### config.mk
export PLATFORM = sky130hd
export DESIGN_NAME = som_grid_neuron_distance
export DESIGN_NICKNAME = d
export VERILOG_FILES = /design/src/rtl/som_gnd_pkg.sv /design/src/rtl/som_gnd_prep.sv /design/src/rtl/som_gnd_metric.sv /design/src/rtl/som_gnd_reduce.sv /design/src/rtl/som_gnd_root_stage.sv /design/src/rtl/som_grid_neuron_distance.sv
export SDC_FILE = /design/constraint.sdc
export NUM_CORES = 2
export LEC_CHECK = 0
export ABC_AREA = 0
export BUFFER_PORTS_ARGS = -buffer_cell sky130_fd_sc_hd__clkbuf_2
export CORE_MARGIN = 2
export CORE_UTILIZATION = 67
export CTS_BUF_LIST = sky130_fd_sc_hd__clkbuf_2 sky130_fd_sc_hd__clkbuf_4 sky130_fd_sc_hd__clkbuf_8
export DETAILED_ROUTE_END_ITERATION = 6
export PLACE_DENSITY = 0.84
export RECOVER_POWER = 25
export SYNTH_ARGS = -nofsm -noshare
export SYNTH_HDL_FRONTEND = slang
export SYNTH_HIERARCHICAL = 1
export SYNTH_SLANG_ARGS = --single-unit
### constraint.sdc
create_clock -name clock -period 7.7 [get_ports clock]
set_input_delay 1.54 -clock clock [delete_from_list [all_inputs] [get_ports clock]]
set_output_delay 1.54 -clock clock [all_outputs]
set_load 0.02 [all_outputs]
### src/rtl/som_gnd_pkg.sv
// Shared constants, payload types and helper functions for the SOM grid distance unit.
// Used by every module under rtl; depends on nothing else.
package som_gnd_pkg;

   // Map size and register limits.
   localparam int GRID_SIZE = 256;
   localparam int SPAN_MAX  = 511;
   localparam int DIST_MAX  = 1023;

   // Field and port widths.
   localparam int COORD_W      = 8;
   localparam int SPAN_W       = 9;
   localparam int TOPO_W       = 2;
   localparam int CSR_ADDR_W   = 2;
   localparam int DIST_W       = 10;
   localparam int REQ_DATA_W   = 32;
   localparam int RSP_DATA_W   = 16;

   // Internal arithmetic widths.
   localparam int WRAP_W       = 9;   // wrapped axis difference, -255..255
   localparam int ALT_W        = 11;  // lo + span - hi
   localparam int SQ_W         = 16;  // square of one axis difference
   localparam int RAD_W        = 18;  // radicand, padded to whole bit pairs
   localparam int ROOT_W       = 9;   // integer root
   localparam int REM_W        = 11;  // root remainder
   localparam int ROOT_STEPS   = 3;   // root bits resolved per stage
   localparam int ROOT_STAGES  = ROOT_W / ROOT_STEPS;
   localparam int TORUS_W      = 10;  // coordinate after moving down by a span
   localparam int HEX_PT_W     = 11;  // x - y/2 and axis differences
   localparam int HEX_D_W      = 13;  // hex dx and dx + dy
   localparam int HEX_ABS_W    = 12;  // magnitude of a hex difference
   localparam int HEX_CANDS    = 4;   // candidate placements on the hex torus

   // Topology codes.
   localparam logic [TOPO_W-1:0] TOPO_SQUARE_TORUS = 2'd0;
   localparam logic [TOPO_W-1:0] TOPO_HEX_PLAIN    = 2'd1;
   localparam logic [TOPO_W-1:0] TOPO_HEX_TORUS    = 2'd2;

   // Register indexes.
   localparam logic [CSR_ADDR_W-1:0] REG_TOPOLOGY     = 2'd0;
   localparam logic [CSR_ADDR_W-1:0] REG_GRID_ROWS    = 2'd1;
   localparam logic [CSR_ADDR_W-1:0] REG_GRID_COLUMNS = 2'd2;

   localparam logic [SPAN_W-1:0] SPAN_RESET =
      SPAN_W'(GRID_SIZE > SPAN_MAX ? SPAN_MAX : GRID_SIZE);

   // Output of the coordinate preparation stage.
   typedef struct packed {
      logic [WRAP_W-1:0]                    sq_dx;
      logic [WRAP_W-1:0]                    sq_dy;
      logic [HEX_CANDS-1:0][HEX_PT_W-1:0]   u_first;
      logic [HEX_CANDS-1:0][HEX_PT_W-1:0]   u_second;
      logic [1:0][HEX_PT_W-1:0]             dy;
   } prep_type;

   // Output of the metric stage.
   typedef struct packed {
      logic [SQ_W-1:0]                      sq_x;
      logic [SQ_W-1:0]                      sq_y;
      logic [HEX_CANDS-1:0][HEX_ABS_W-1:0]  hex_max;
   } metric_type;

   // Working state of the square root pipeline, with the hex result riding along.
   typedef struct packed {
      logic [RAD_W-1:0]  rad;
      logic [REM_W-1:0]  rem;
      logic [ROOT_W-1:0] root;
      logic [DIST_W-1:0] hex_dist;
   } root_stage_type;

   // Halve a signed value, rounding toward zero.
   function automatic logic signed [TORUS_W-1:0] half_toward_zero(
      input logic signed [TORUS_W-1:0] v);
      return (v >>> 1) + $signed({{(TORUS_W-1){1'b0}}, v[TORUS_W-1] & v[0]});
   endfunction

   // Magnitude of a hex difference.
   function automatic logic [HEX_ABS_W-1:0] hex_abs(input logic signed [HEX_D_W-1:0] v);
      logic [HEX_D_W-1:0] mag;
      mag = v[HEX_D_W-1] ? -v : v;
      return mag[HEX_ABS_W-1:0];
   endfunction

endpackage

### src/rtl/som_gnd_prep.sv
// First pipeline stage: wrapped axis differences for the square torus and
// shifted hex coordinates for all four hex torus placements. Uses som_gnd_pkg.
module som_gnd_prep (
   input  logic                           clock,
   input  logic                           load,
   input  logic [som_gnd_pkg::COORD_W-1:0] first_x,
   input  logic [som_gnd_pkg::COORD_W-1:0] first_y,
   input  logic [som_gnd_pkg::COORD_W-1:0] second_x,
   input  logic [som_gnd_pkg::COORD_W-1:0] second_y,
   input  logic [som_gnd_pkg::SPAN_W-1:0]  grid_rows,
   input  logic [som_gnd_pkg::SPAN_W-1:0]  grid_columns,
   output som_gnd_pkg::prep_type           prep_q
);
   import som_gnd_pkg::*;

   prep_type prep_in;
   prep_type prep_ff;

   // Smaller of the direct and the wrapped difference along one axis.
   function automatic logic [WRAP_W-1:0] wrap_diff(input logic [COORD_W-1:0] a,
                                                   input logic [COORD_W-1:0] b,
                                                   input logic [SPAN_W-1:0]  span);
      logic [COORD_W-1:0]      hi;
      logic [COORD_W-1:0]      lo;
      logic [COORD_W-1:0]      diff;
      logic signed [ALT_W-1:0] alt;
      hi   = (a > b) ? a : b;
      lo   = (a > b) ? b : a;
      diff = hi - lo;
      alt  = $signed({3'b000, lo}) + $signed({2'b00, span}) - $signed({3'b000, hi});
      if (alt < $signed({3'b000, diff})) begin
         return alt[WRAP_W-1:0];
      end
      return {1'b0, diff};
   endfunction

   // Coordinates, moved down by a span on the point the hex torus selects.
   logic signed [TORUS_W-1:0] x1_s, x2_s, y1_s, y2_s;
   logic signed [TORUS_W-1:0] x1_w, x2_w, y1_w, y2_w;
   logic signed [TORUS_W-1:0] rows_s, cols_s;
   logic signed [TORUS_W-1:0] xa, xb, ya, yb, ha, hb;

   always_comb begin
      x1_s   = $signed({2'b00, first_x});
      x2_s   = $signed({2'b00, second_x});
      y1_s   = $signed({2'b00, first_y});
      y2_s   = $signed({2'b00, second_y});
      rows_s = $signed({1'b0, grid_rows});
      cols_s = $signed({1'b0, grid_columns});

      if (first_x < second_x) begin
         x1_w = x1_s;
         x2_w = x2_s - rows_s;
      end else begin
         x1_w = x1_s - rows_s;
         x2_w = x2_s;
      end
      if (first_y < second_y) begin
         y1_w = y1_s;
         y2_w = y2_s - cols_s;
      end else begin
         y1_w = y1_s - cols_s;
         y2_w = y2_s;
      end

      prep_in.sq_dx = wrap_diff(first_x, second_x, grid_rows);
      prep_in.sq_dy = wrap_diff(first_y, second_y, grid_columns);

      // Placement k moves x when bit 0 is set and y when bit 1 is set.
      xa = x1_s;
      xb = x2_s;
      ya = y1_s;
      yb = y2_s;
      ha = '0;
      hb = '0;
      for (int k = 0; k < HEX_CANDS; k++) begin
         xa = k[0] ? x1_w : x1_s;
         xb = k[0] ? x2_w : x2_s;
         ya = k[1] ? y1_w : y1_s;
         yb = k[1] ? y2_w : y2_s;
         ha = half_toward_zero(ya);
         hb = half_toward_zero(yb);
         prep_in.u_first[k]  = $signed({xa[TORUS_W-1], xa}) - $signed({ha[TORUS_W-1], ha});
         prep_in.u_second[k] = $signed({xb[TORUS_W-1], xb}) - $signed({hb[TORUS_W-1], hb});
      end

      prep_in.dy[0] = $signed({y2_s[TORUS_W-1], y2_s}) - $signed({y1_s[TORUS_W-1], y1_s});
      prep_in.dy[1] = $signed({y2_w[TORUS_W-1], y2_w}) - $signed({y1_w[TORUS_W-1], y1_w});
   end

   // Stage register.
   always_ff @(posedge clock) begin
      if (load) begin
         prep_ff <= prep_in;
      end
   end

   assign prep_q = prep_ff;

endmodule

### src/rtl/som_gnd_metric.sv
// Second pipeline stage: squares of the wrapped differences and the hex
// distance of each torus placement. Uses som_gnd_pkg.
module som_gnd_metric (
   input  logic                    clock,
   input  logic                    load,
   input  som_gnd_pkg::prep_type   prep_d,
   output som_gnd_pkg::metric_type metric_q
);
   import som_gnd_pkg::*;

   metric_type metric_in;
   metric_type metric_ff;

   logic signed [2*WRAP_W-1:0]  prod_x;
   logic signed [2*WRAP_W-1:0]  prod_y;
   logic signed [HEX_D_W-1:0]   dx;
   logic signed [HEX_D_W-1:0]   dy;
   logic signed [HEX_D_W-1:0]   dsum;
   logic [HEX_ABS_W-1:0]        a_dx, a_dy, a_sum, m;
   logic [HEX_PT_W-1:0]         u1, u2, dy_raw;

   always_comb begin
      // Squares of values below 256 in magnitude fit sixteen bits.
      prod_x = $signed(prep_d.sq_dx) * $signed(prep_d.sq_dx);
      prod_y = $signed(prep_d.sq_dy) * $signed(prep_d.sq_dy);
      metric_in.sq_x = prod_x[SQ_W-1:0];
      metric_in.sq_y = prod_y[SQ_W-1:0];

      // Hex distance: the largest of |dx|, |dy| and |dx + dy|.
      u1 = '0;
      u2 = '0;
      dy_raw = '0;
      dx = '0;
      dy = '0;
      dsum = '0;
      a_dx = '0;
      a_dy = '0;
      a_sum = '0;
      m = '0;
      for (int k = 0; k < HEX_CANDS; k++) begin
         u1     = prep_d.u_first[k];
         u2     = prep_d.u_second[k];
         dy_raw = prep_d.dy[k[1]];
         dx     = $signed({{2{u2[HEX_PT_W-1]}}, u2}) - $signed({{2{u1[HEX_PT_W-1]}}, u1});
         dy     = $signed({{2{dy_raw[HEX_PT_W-1]}}, dy_raw});
         dsum   = dx + dy;
         a_dx   = hex_abs(dx);
         a_dy   = hex_abs(dy);
         a_sum  = hex_abs(dsum);
         m      = (a_dy > a_dx) ? a_dy : a_dx;
         m      = (a_sum > m) ? a_sum : m;
         metric_in.hex_max[k] = m;
      end
   end

   // Stage register.
   always_ff @(posedge clock) begin
      if (load) begin
         metric_ff <= metric_in;
      end
   end

   assign metric_q = metric_ff;

endmodule

### src/rtl/som_gnd_reduce.sv
// Third pipeline stage: sum of squares as the radicand and the hex result
// chosen by topology, saturated to the output range. Uses som_gnd_pkg.
module som_gnd_reduce (
   input  logic                               clock,
   input  logic                               load,
   input  logic [som_gnd_pkg::TOPO_W-1:0]     topology,
   input  som_gnd_pkg::metric_type            metric_d,
   output som_gnd_pkg::root_stage_type        reduce_q
);
   import som_gnd_pkg::*;

   root_stage_type reduce_in;
   root_stage_type reduce_ff;

   logic [SQ_W:0]          sq_sum;
   logic [HEX_ABS_W-1:0]   min_lo, min_hi, min_all, hex_sel;

   always_comb begin
      sq_sum = {1'b0, metric_d.sq_x} + {1'b0, metric_d.sq_y};

      // Least of the four placements; the plain grid uses the unmoved one only.
      min_lo  = (metric_d.hex_max[1] < metric_d.hex_max[0]) ?
                metric_d.hex_max[1] : metric_d.hex_max[0];
      min_hi  = (metric_d.hex_max[3] < metric_d.hex_max[2]) ?
                metric_d.hex_max[3] : metric_d.hex_max[2];
      min_all = (min_hi < min_lo) ? min_hi : min_lo;
      hex_sel = (topology == TOPO_HEX_PLAIN) ? metric_d.hex_max[0] : min_all;

      reduce_in.rad      = {{(RAD_W-SQ_W-1){1'b0}}, sq_sum};
      reduce_in.rem      = '0;
      reduce_in.root     = '0;
      reduce_in.hex_dist = (hex_sel > HEX_ABS_W'(DIST_MAX)) ?
                           DIST_W'(DIST_MAX) : hex_sel[DIST_W-1:0];
   end

   // Stage register.
   always_ff @(posedge clock) begin
      if (load) begin
         reduce_ff <= reduce_in;
      end
   end

   assign reduce_q = reduce_ff;

endmodule

### src/rtl/som_gnd_root_stage.sv
// One stage of the digit-by-digit integer square root: resolves ROOT_STEPS root
// bits each time it loads and passes the hex result along. Uses som_gnd_pkg.
module som_gnd_root_stage (
   input  logic                         clock,
   input  logic                         load,
   input  som_gnd_pkg::root_stage_type  root_d,
   output som_gnd_pkg::root_stage_type  root_q
);
   import som_gnd_pkg::*;

   root_stage_type root_in;
   root_stage_type root_ff;

   logic [REM_W+1:0] rem_ext;
   logic [REM_W+1:0] trial;
   logic [REM_W+1:0] rem_sub;

   // Each step brings down the next bit pair and tries the next root bit.
   always_comb begin
      root_in = root_d;
      rem_ext = '0;
      trial   = '0;
      rem_sub = '0;
      for (int i = 0; i < ROOT_STEPS; i++) begin
         rem_ext = {root_in.rem, root_in.rad[RAD_W-1 -: 2]};
         trial   = {2'b00, root_in.root, 2'b01};
         rem_sub = rem_ext - trial;
         if (rem_ext >= trial) begin
            root_in.rem  = rem_sub[REM_W-1:0];
            root_in.root = {root_in.root[ROOT_W-2:0], 1'b1};
         end else begin
            root_in.rem  = rem_ext[REM_W-1:0];
            root_in.root = {root_in.root[ROOT_W-2:0], 1'b0};
         end
         root_in.rad = {root_in.rad[RAD_W-3:0], 2'b00};
      end
   end

   // Stage register.
   always_ff @(posedge clock) begin
      if (load) begin
         root_ff <= root_in;
      end
   end

   assign root_q = root_ff;

endmodule

### src/rtl/som_grid_neuron_distance.sv
// The edge that accepts a request loads the first of seven register stages (prep, metric,
// reduce, three square root stages, output). Throughput: one request per cycle unless all
// stages are full and the result is stalled; each stage holds its item only while the next
// stage is full and stalled, so empty stages are filled behind a waiting result.
// Reset (synchronous, active high) empties the pipeline and sets topology to square
// torus and both spans to the grid size.
module som_grid_neuron_distance (
   input  logic                                 clock,
   input  logic                                 reset,
   // Request channel.
   input  logic                                 req_tvalid,
   output logic                                 req_tready,
   // req_tdata: first_x [7:0], first_y [15:8], second_x [23:16], second_y [31:24]
   input  logic [som_gnd_pkg::REQ_DATA_W-1:0]   req_tdata,
   // Result channel.
   output logic                                 rsp_tvalid,
   input  logic                                 rsp_tready,
   // rsp_tdata: grid_distance [9:0], zero above
   output logic [som_gnd_pkg::RSP_DATA_W-1:0]   rsp_tdata,
   // Register write port.
   input  logic                                 csr_wr_en,
   input  logic [som_gnd_pkg::CSR_ADDR_W-1:0]   csr_addr,
   input  logic [som_gnd_pkg::SPAN_W-1:0]       csr_wr_data
);
   import som_gnd_pkg::*;

   localparam int STAGES  = ROOT_STAGES + 4;
   localparam int OUT_STG = STAGES - 1;

   // Configuration registers.
   logic [TOPO_W-1:0] topology_ff, topology_in;
   logic [SPAN_W-1:0] grid_rows_ff, grid_rows_in;
   logic [SPAN_W-1:0] grid_columns_ff, grid_columns_in;

   always_comb begin
      topology_in     = topology_ff;
      grid_rows_in    = grid_rows_ff;
      grid_columns_in = grid_columns_ff;
      if (csr_wr_en) begin
         case (csr_addr)
            REG_TOPOLOGY:     topology_in     = csr_wr_data[TOPO_W-1:0];
            REG_GRID_ROWS:    grid_rows_in    = csr_wr_data;
            REG_GRID_COLUMNS: grid_columns_in = csr_wr_data;
            default:          topology_in     = topology_ff;
         endcase
      end
   end

   always_ff @(posedge clock) begin
      if (reset) begin
         topology_ff     <= TOPO_SQUARE_TORUS;
         grid_rows_ff    <= SPAN_RESET;
         grid_columns_ff <= SPAN_RESET;
      end else begin
         topology_ff     <= topology_in;
         grid_rows_ff    <= grid_rows_in;
         grid_columns_ff <= grid_columns_in;
      end
   end

   // Valid bits and per-stage advance: a stage loads when empty or when it drains.
   logic [STAGES-1:0] valid_ff, valid_in;
   logic [STAGES-1:0] advance;

   always_comb begin
      advance[OUT_STG] = !valid_ff[OUT_STG] || rsp_tready;
      for (int k = OUT_STG - 1; k >= 0; k--) begin
         advance[k] = !valid_ff[k] || advance[k + 1];
      end
      valid_in[0] = advance[0] ? req_tvalid : valid_ff[0];
      for (int k = 1; k < STAGES; k++) begin
         valid_in[k] = advance[k] ? valid_ff[k - 1] : valid_ff[k];
      end
   end

   always_ff @(posedge clock) begin
      if (reset) begin
         valid_ff <= '0;
      end else begin
         valid_ff <= valid_in;
      end
   end

   assign req_tready = advance[0];
   assign rsp_tvalid = valid_ff[OUT_STG];

   // Datapath stages.
   prep_type       prep_q;
   metric_type     metric_q;
   root_stage_type root_q [ROOT_STAGES+1];

   som_gnd_prep u_prep (
      .clock        (clock),
      .load         (advance[0]),
      .first_x      (req_tdata[COORD_W-1:0]),
      .first_y      (req_tdata[2*COORD_W-1:COORD_W]),
      .second_x     (req_tdata[3*COORD_W-1:2*COORD_W]),
      .second_y     (req_tdata[4*COORD_W-1:3*COORD_W]),
      .grid_rows    (grid_rows_ff),
      .grid_columns (grid_columns_ff),
      .prep_q       (prep_q)
   );

   som_gnd_metric u_metric (
      .clock    (clock),
      .load     (advance[1]),
      .prep_d   (prep_q),
      .metric_q (metric_q)
   );

   som_gnd_reduce u_reduce (
      .clock    (clock),
      .load     (advance[2]),
      .topology (topology_ff),
      .metric_d (metric_q),
      .reduce_q (root_q[0])
   );

   for (genvar g = 0; g < ROOT_STAGES; g++) begin : g_root
      som_gnd_root_stage u_root (
         .clock  (clock),
         .load   (advance[g + 3]),
         .root_d (root_q[g]),
         .root_q (root_q[g + 1])
      );
   end

   // Output register: pick the root or the hex result.
   logic [DIST_W-1:0] dist_ff, dist_in;

   always_comb begin
      if (topology_ff == TOPO_SQUARE_TORUS) begin
         dist_in = {{(DIST_W-ROOT_W){1'b0}}, root_q[ROOT_STAGES].root};
      end else begin
         dist_in = root_q[ROOT_STAGES].hex_dist;
      end
   end

   always_ff @(posedge clock) begin
      if (advance[OUT_STG]) begin
         dist_ff <= dist_in;
      end
   end

   assign rsp_tdata = {{(RSP_DATA_W-DIST_W){1'b0}}, dist_ff};

`ifndef SYNTHESIS
   // An accepted request always lands in the first stage.
   a_accept_lands: assert property (@(posedge clock) disable iff (reset)
      req_tvalid && req_tready |=> valid_ff[0])
      else $error("accepted request did not enter the pipeline");

   // Without traffic on either side the number of items in flight does not change.
   a_items_kept: assert property (@(posedge clock) disable iff (reset)
      !(req_tvalid && req_tready) && !(rsp_tvalid && rsp_tready)
      |=> $countones(valid_ff) == $past($countones(valid_ff)))
      else $error("pipeline lost or invented an item");

   // A full pipeline behind a stalled result takes no request.
   a_full_blocks: assert property (@(posedge clock) disable iff (reset)
      (&valid_ff) && !rsp_tready |-> !req_tready)
      else $error("request accepted into a full stalled pipeline");

   // With the result side ready, the request side is never blocked.
   a_ready_flows: assert property (@(posedge clock) disable iff (reset)
      rsp_tready |-> req_tready)
      else $error("pipeline stalled while the result side was ready");
`endif

endmodule
# ---- Word level (Yosys, flattened, before mapping)
# Index checks and enable logic that the tools add are counted.
# W data, S select, Z words.
dict set report word_totals {
  inputBits 48
  word_cells 192
  reg_bits 363
}
dict set report op_classes {
  n_lt_le_gt_ge 27
  n_reduce_logical 19
  n_mul 2
  eq_ne 3
  n_bitwise 2
  mux 46
  addsub 49
}
# op count
set ops {}
lappend ops {{$mux W12} 22}
lappend ops {{$mux W20} 8}
lappend ops {{$ge A13 B11 Y1} 8}
lappend ops {{$gt A12 B12 Y1} 8}
lappend ops {{$neg A12 Y12} 7}
lappend ops {{$sub A11 B11 Y11} 7}
lappend ops {{$mux W8} 6}
lappend ops {{$mux W10} 4}
lappend ops {{$sub A8 B9 Y10} 4}
lappend ops {{$lt A12 B12 Y1} 3}
lappend ops {{$sub A11 B11 Y12} 3}
lappend ops {{$sub A10 B10 Y11} 3}
lappend ops {{$mul A9 B9 Y16} 2}
lappend ops {{$mux W9} 3}
lappend ops {{$add A12 B11 Y13} 2}
lappend ops {{$lt A11 B9 Y1} 2}
lappend ops {{$sub A10 B8 Y11} 2}
lappend ops {{$sub A11 B9 Y11} 2}
lappend ops {{$sub A9 B10 Y11} 2}
lappend ops {{$add A8 B9 Y10} 2}
lappend ops {{$add A9 B2 Y10} 2}
lappend ops {{$sub A8 B7 Y9} 2}
lappend ops {{$add A16 B16 Y17} 1}
lappend ops {{$gt A8 B8 Y1} 2}
lappend ops {{other kinds (20)} 41}

# ---- Longest topological paths before layout
dict set report depth {
  depth_word 8
  ltp_mapped 35
  ltp_nobuf 31
}

# ---- Hierarchy
# The synthesis kept the hierarchy.
# mod seq_area_each_um2 cells_per_inst n_inst area_per_inst_um2
set modules_own_cells {}
lappend modules_own_cells {som_gnd_metric 2342.2 1971 1 17043.8}
lappend modules_own_cells {som_gnd_prep 3663.5 1268 1 11840.1}
lappend modules_own_cells {som_gnd_root_stage 1261.2 351 3 3400.8}
lappend modules_own_cells {som_gnd_reduce 810.8 341 1 3175.5}
lappend modules_own_cells {som_grid_neuron_distance 840.8 129 1 1488.9}

# ---- Worst setup path before layout
# OpenSTA, ideal clock, no wires.
dict set report synth_timing {
  path_type {in2reg}
  from {in req_tdata[12] in the netlist's numbering}
  to {reg u_prep.prep_ff (netlist bit u_prep/prep_q[110]) (data pin)}
  arrival_time_ns 6.763
  stages 21
  slack_ns 0.677
  required_time_ns 7.440
  cell_sequence {inv_1 > ha_1 > buf_2 > a21o_1 > a221o_1 > nor2_4 > buf_2 > buf_1 > mux2i_1 > fa_1 > ha_1 > nand3_1 > nand3_1 > or2_2 > xnor2_1 > inv_1 > ha_1 > a211oi_1 > a21oi_1 > o41ai_4 > mux2_2}
}
# element line_no
set synth_rtl {}
lappend synth_rtl {{start, declared} som_grid_neuron_distance.sv:14} ;# input logic [som_gnd_pkg::REQ_DATA_W-1:0] req_tdata,
lappend synth_rtl {{end signal, assigned} som_gnd_prep.sv:94} ;# prep_ff <= prep_in;
lappend synth_rtl {{end, declared} som_gnd_prep.sv:17} ;# prep_type prep_ff;

==> impl_results.html <==
<table>
<tr><th>Metric</th><th>Value</th></tr>
<tr><th colspan="2">Worst setup path</th></tr>
<tr><td>Largest delay contributor family on the critical path</td><td>compound AO/OA/AOI/OAI gates</td></tr>
<tr><td>Total buffers and inverters traversed by the critical path</td><td>4</td></tr>
<tr><td>Data arrival time of the critical path</td><td>7720 ps</td></tr>
<tr><td>Worst reg2reg startpoint</td><td>g_root[0].u_root/root_q[27]$_DFFE_PP_</td></tr>
<tr><td>Delay contributed by the slowest stage of the critical path</td><td>530 ps</td></tr>
<tr><td>Required @ worst endpoint</td><td>8100 ps</td></tr>
<tr><td>Critical Path Slowest Stage Cell</td><td>sky130_fd_sc_hd__a2111oi_0</td></tr>
<tr><td>Number of gates on the worst path with buffers counted</td><td>27</td></tr>
<tr><td>Worst reg-to-reg setup slack</td><td>380 ps</td></tr>
<tr><td>Worst setup path startpoint</td><td>g_root[0].u_root/root_q[27]$_DFFE_PP_</td></tr>
<tr><td>FF-to-FF path depth</td><td>27</td></tr>
<tr><td>Endpoint of the worst-slack reg-to-reg timing path</td><td>g_root[1].u_root/root_q[24]$_DFFE_PP_</td></tr>
<tr><td>Crit path to</td><td>g_root[1].u_root/root_q[24]$_DFFE_PP_</td></tr>
<tr><td>Nature of the critical path endpoint</td><td>flop</td></tr>
<tr><td>Category of the worst setup path launch point</td><td>flop</td></tr>
<tr><td>Start-to-end type of the worst setup path</td><td>reg2reg</td></tr>
<tr><td>Worst Path Max Fanout</td><td>17</td></tr>
<tr><th colspan="2">Clock network</th></tr>
<tr><td>Clock transition time at the flip-flop clock pins of the worst setup and hold paths</td><td>roughly 60 ps</td></tr>
<tr><td>CTS root buffer</td><td>sky130_fd_sc_hd__clkbuf_8</td></tr>
<tr><td>Clock Sink Count</td><td>361</td></tr>
<tr><td>Buffers from clock root to sink, at most</td><td>3</td></tr>
<tr><td>Hold buffer count at cts</td><td>0</td></tr>
<tr><td>Number of clock buffers inserted by TritonCTS</td><td>68</td></tr>
<tr><td>CTS H-tree depth</td><td>3</td></tr>
<tr><td>TritonCTS clock tree</td><td>yes</td></tr>
<tr><td>Clock latency on the worst-skew pair</td><td>about 690 ps</td></tr>
<tr><th colspan="2">Layout</th></tr>
<tr><td>Multi-input gate area in the final layout</td><td>29000 um^2</td></tr>
<tr><td>Fraction of layout cells with a size suffix above 1</td><td>0.0805</td></tr>
<tr><td>Fill count</td><td>4769</td></tr>
<tr><td>Nets</td><td>5493</td></tr>
<tr><td>Register Area</td><td>roughly 11000 um^2</td></tr>
<tr><td>Area Growth Syn to Fin</td><td>6.00%</td></tr>
<tr><td>Final Instance Area</td><td>44800 um^2</td></tr>
<tr><th colspan="2">Timing</th></tr>
<tr><td>Fin worst setup slack</td><td>roughly 380 ps</td></tr>
<tr><td>Worst Skew</td><td>51.6 ps</td></tr>
<tr><td>Time the worst path needs with I/O delays and setup</td><td>approximately 7300 ps</td></tr>
<tr><td>Total negative setup slack</td><td>0 ps</td></tr>
<tr><td>Hold slack final</td><td>between 400 and 500 ps</td></tr>
<tr><td>Max transition margin</td><td>-0.405</td></tr>
<tr><td>Count of final setup violators</td><td>0</td></tr>
<tr><td>RSZ-0062 raised after global routing</td><td>no</td></tr>
<tr><td>Endpoints failing hold</td><td>0</td></tr>
<tr><td>Number of pins with negative max-slew slack in the final report</td><td>65</td></tr>
<tr><td>Maximum clock frequency</td><td>137 MHz</td></tr>
<tr><td>Transition at the pin with the smallest max-transition slack</td><td>2110 ps</td></tr>
<tr><td>Tcrit/Tclk final</td><td>0.951</td></tr>
<tr><th colspan="2">Placement</th></tr>
<tr><td>Area after detailed placement</td><td>43300 um^2</td></tr>
<tr><td>Final estimated routing congestion in global placement</td><td>1.02</td></tr>
<tr><td>Final HPWL from detailed placement</td><td>91100 um</td></tr>
<tr><td>Worst setup slack before clock tree synthesis</td><td>423 ps</td></tr>
<tr><td>Count of input and output buffers</td><td>59</td></tr>
<tr><th colspan="2">Global routing</th></tr>
<tr><td>Pin count of the biggest net entering global routing</td><td>70</td></tr>
<tr><td>Number of antenna violations at the first check in global routing</td><td>2</td></tr>
<tr><td>Overflow left after global routing</td><td>0</td></tr>
<tr><td>Gr usage total</td><td>0.345</td></tr>
<tr><td>Via count of the first global-routing pass</td><td>between 30000 and 40000</td></tr>
<tr><td>Global-route wire length before repair</td><td>175000 um</td></tr>
<tr><th colspan="2">Floorplanning</th></tr>
<tr><td>Die area</td><td>around 65000 um^2</td></tr>
<tr><td>Core ar.</td><td>62700 um^2</td></tr>
<tr><td>Starting Density</td><td>0.674</td></tr>
<tr><td>Overall die height</td><td>255 um</td></tr>
<tr><td>Number of rows in the core area</td><td>92</td></tr>
<tr><td>Top-level I/O count</td><td>66</td></tr>
<tr><td>Horizontal die dimension</td><td>approximately 260 um</td></tr>
<tr><th colspan="2">Route</th></tr>
<tr><td>Average vias per placed instance</td><td>6.26</td></tr>
<tr><td>Final routed DRC violation total</td><td>0</td></tr>
<tr><td>Detailed Route WL</td><td>113000 um</td></tr>
<tr><td>Total iterations of the first detailed-routing run</td><td>6</td></tr>
<tr><td>Routed length per instance</td><td>20.1 um</td></tr>
<tr><td>Via count</td><td>approximately 35000</td></tr>
<tr><td>Post-route antenna net violation count</td><td>0</td></tr>
<tr><td>DRC violation total after the first TritonRoute iteration</td><td>~3100</td></tr>
<tr><th colspan="2">Yosys</th></tr>
<tr><td>Number of instances in the synthesized netlist</td><td>4649</td></tr>
<tr><td>Avg Cell Area, Syn</td><td>approximately 9 um^2</td></tr>
<tr><td>Number of warnings issued by yosys</td><td>6</td></tr>
<tr><td>Post-Syn Area</td><td>between 40000 and 50000 um^2</td></tr>
<tr><th colspan="2">Status</th></tr>
<tr><td>Failing checks</td><td>capacitance limit, slew limit</td></tr>
<tr><td>Status</td><td>finished with violations</td></tr>
<tr><th colspan="2">Run</th></tr>
<tr><td>Max capacitance violation total</td><td>2</td></tr>
<tr><th colspan="2">Worst hold path</th></tr>
<tr><td>Worst min-delay path class</td><td>reg2reg</td></tr>
</table>
## worst min path at each step
stage	startpoint	endpoint	slack, ps	cells past startpoint
floorplan	u_reduce/reduce_q[0]$_SDFFCE_PN1P_	g_root[0].u_root/root_q[0]$_DFFE_PP_	400	0
global placement	u_reduce/reduce_q[34]$_DFFE_PP_	g_root[0].u_root/root_q[40]$_DFFE_PP_	400	0
detailed placement	g_root[0].u_root/root_q[36]$_DFFE_PP_	g_root[1].u_root/root_q[42]$_DFFE_PP_	400	0
CTS	g_root[0].u_root/root_q[36]$_DFFE_PP_	g_root[1].u_root/root_q[42]$_DFFE_PP_	420	0
global route	g_root[0].u_root/root_q[38]$_DFFE_PP_	g_root[1].u_root/root_q[44]$_DFFE_PP_	430	0
finish	g_root[0].u_root/root_q[36]$_DFFE_PP_	g_root[1].u_root/root_q[42]$_DFFE_PP_	420	0
## stage by stage
step	util	std cells
final	0.714	5631
after global placement	0.690	5503
after CTS	0.713	5622
after global routing	0.714	5631
after detailed placement	0.690	5503
after floorplan	-	4679
## registers in the layout, summed over array words and instances, names as in the netlist
signal	count
g_root.u_root/root_q	97
valid_ff	7
topology_ff	2
grid_rows_ff	9
u_metric/metric_q	78
u_reduce/reduce_q	27
dist_ff	10
grid_columns_ff	9
u_prep/prep_q	122
## placed cells by master, fill, tap and decap left out, drive strengths merged, types with 107 or more instances in the layout
master  count
xor2      121
edfxtp    334
mux2i     107
xnor2     241
nor2      338
inv       570
ha        576
fa        137
a21oi     291
o21ai     252
clkbuf    152
nand2     272
## metal layers
metal	wire length, um	global-route usage	up-vias
li1	-	-	16764
met1	47700	0.458	16632
met2	51200	0.551	1555
met3	10100	0.0733	270
met4	4230	0.130	2
met5	158	0.0173	-
## layout make-up
| type | instances | area share |
|---|---|---|
| timing repair buffer | 105 | 0.0141 |
| sequential | 361 | 0.236 |
| tap | 846 | 0.0236 |
| clock inverter | 27 | 0.00687 |
| clock buffer | 92 | 0.0252 |
| multi-input combinational | 3628 | 0.646 |
| antenna | 4 | 0.000223 |
| inverter | 568 | 0.0476 |
## what timing repair did
action / in CTS / in global routing
gates resized for setup: 0 / 4
setup endpoints to repair: 0 / 13
hold endpoints to repair: 0 / 0
setup buffers: 0 / 5
Power is left out: the tool's default activity adds up to more than one toggle a clock period on the data nets, which glitch-free logic cannot reach.
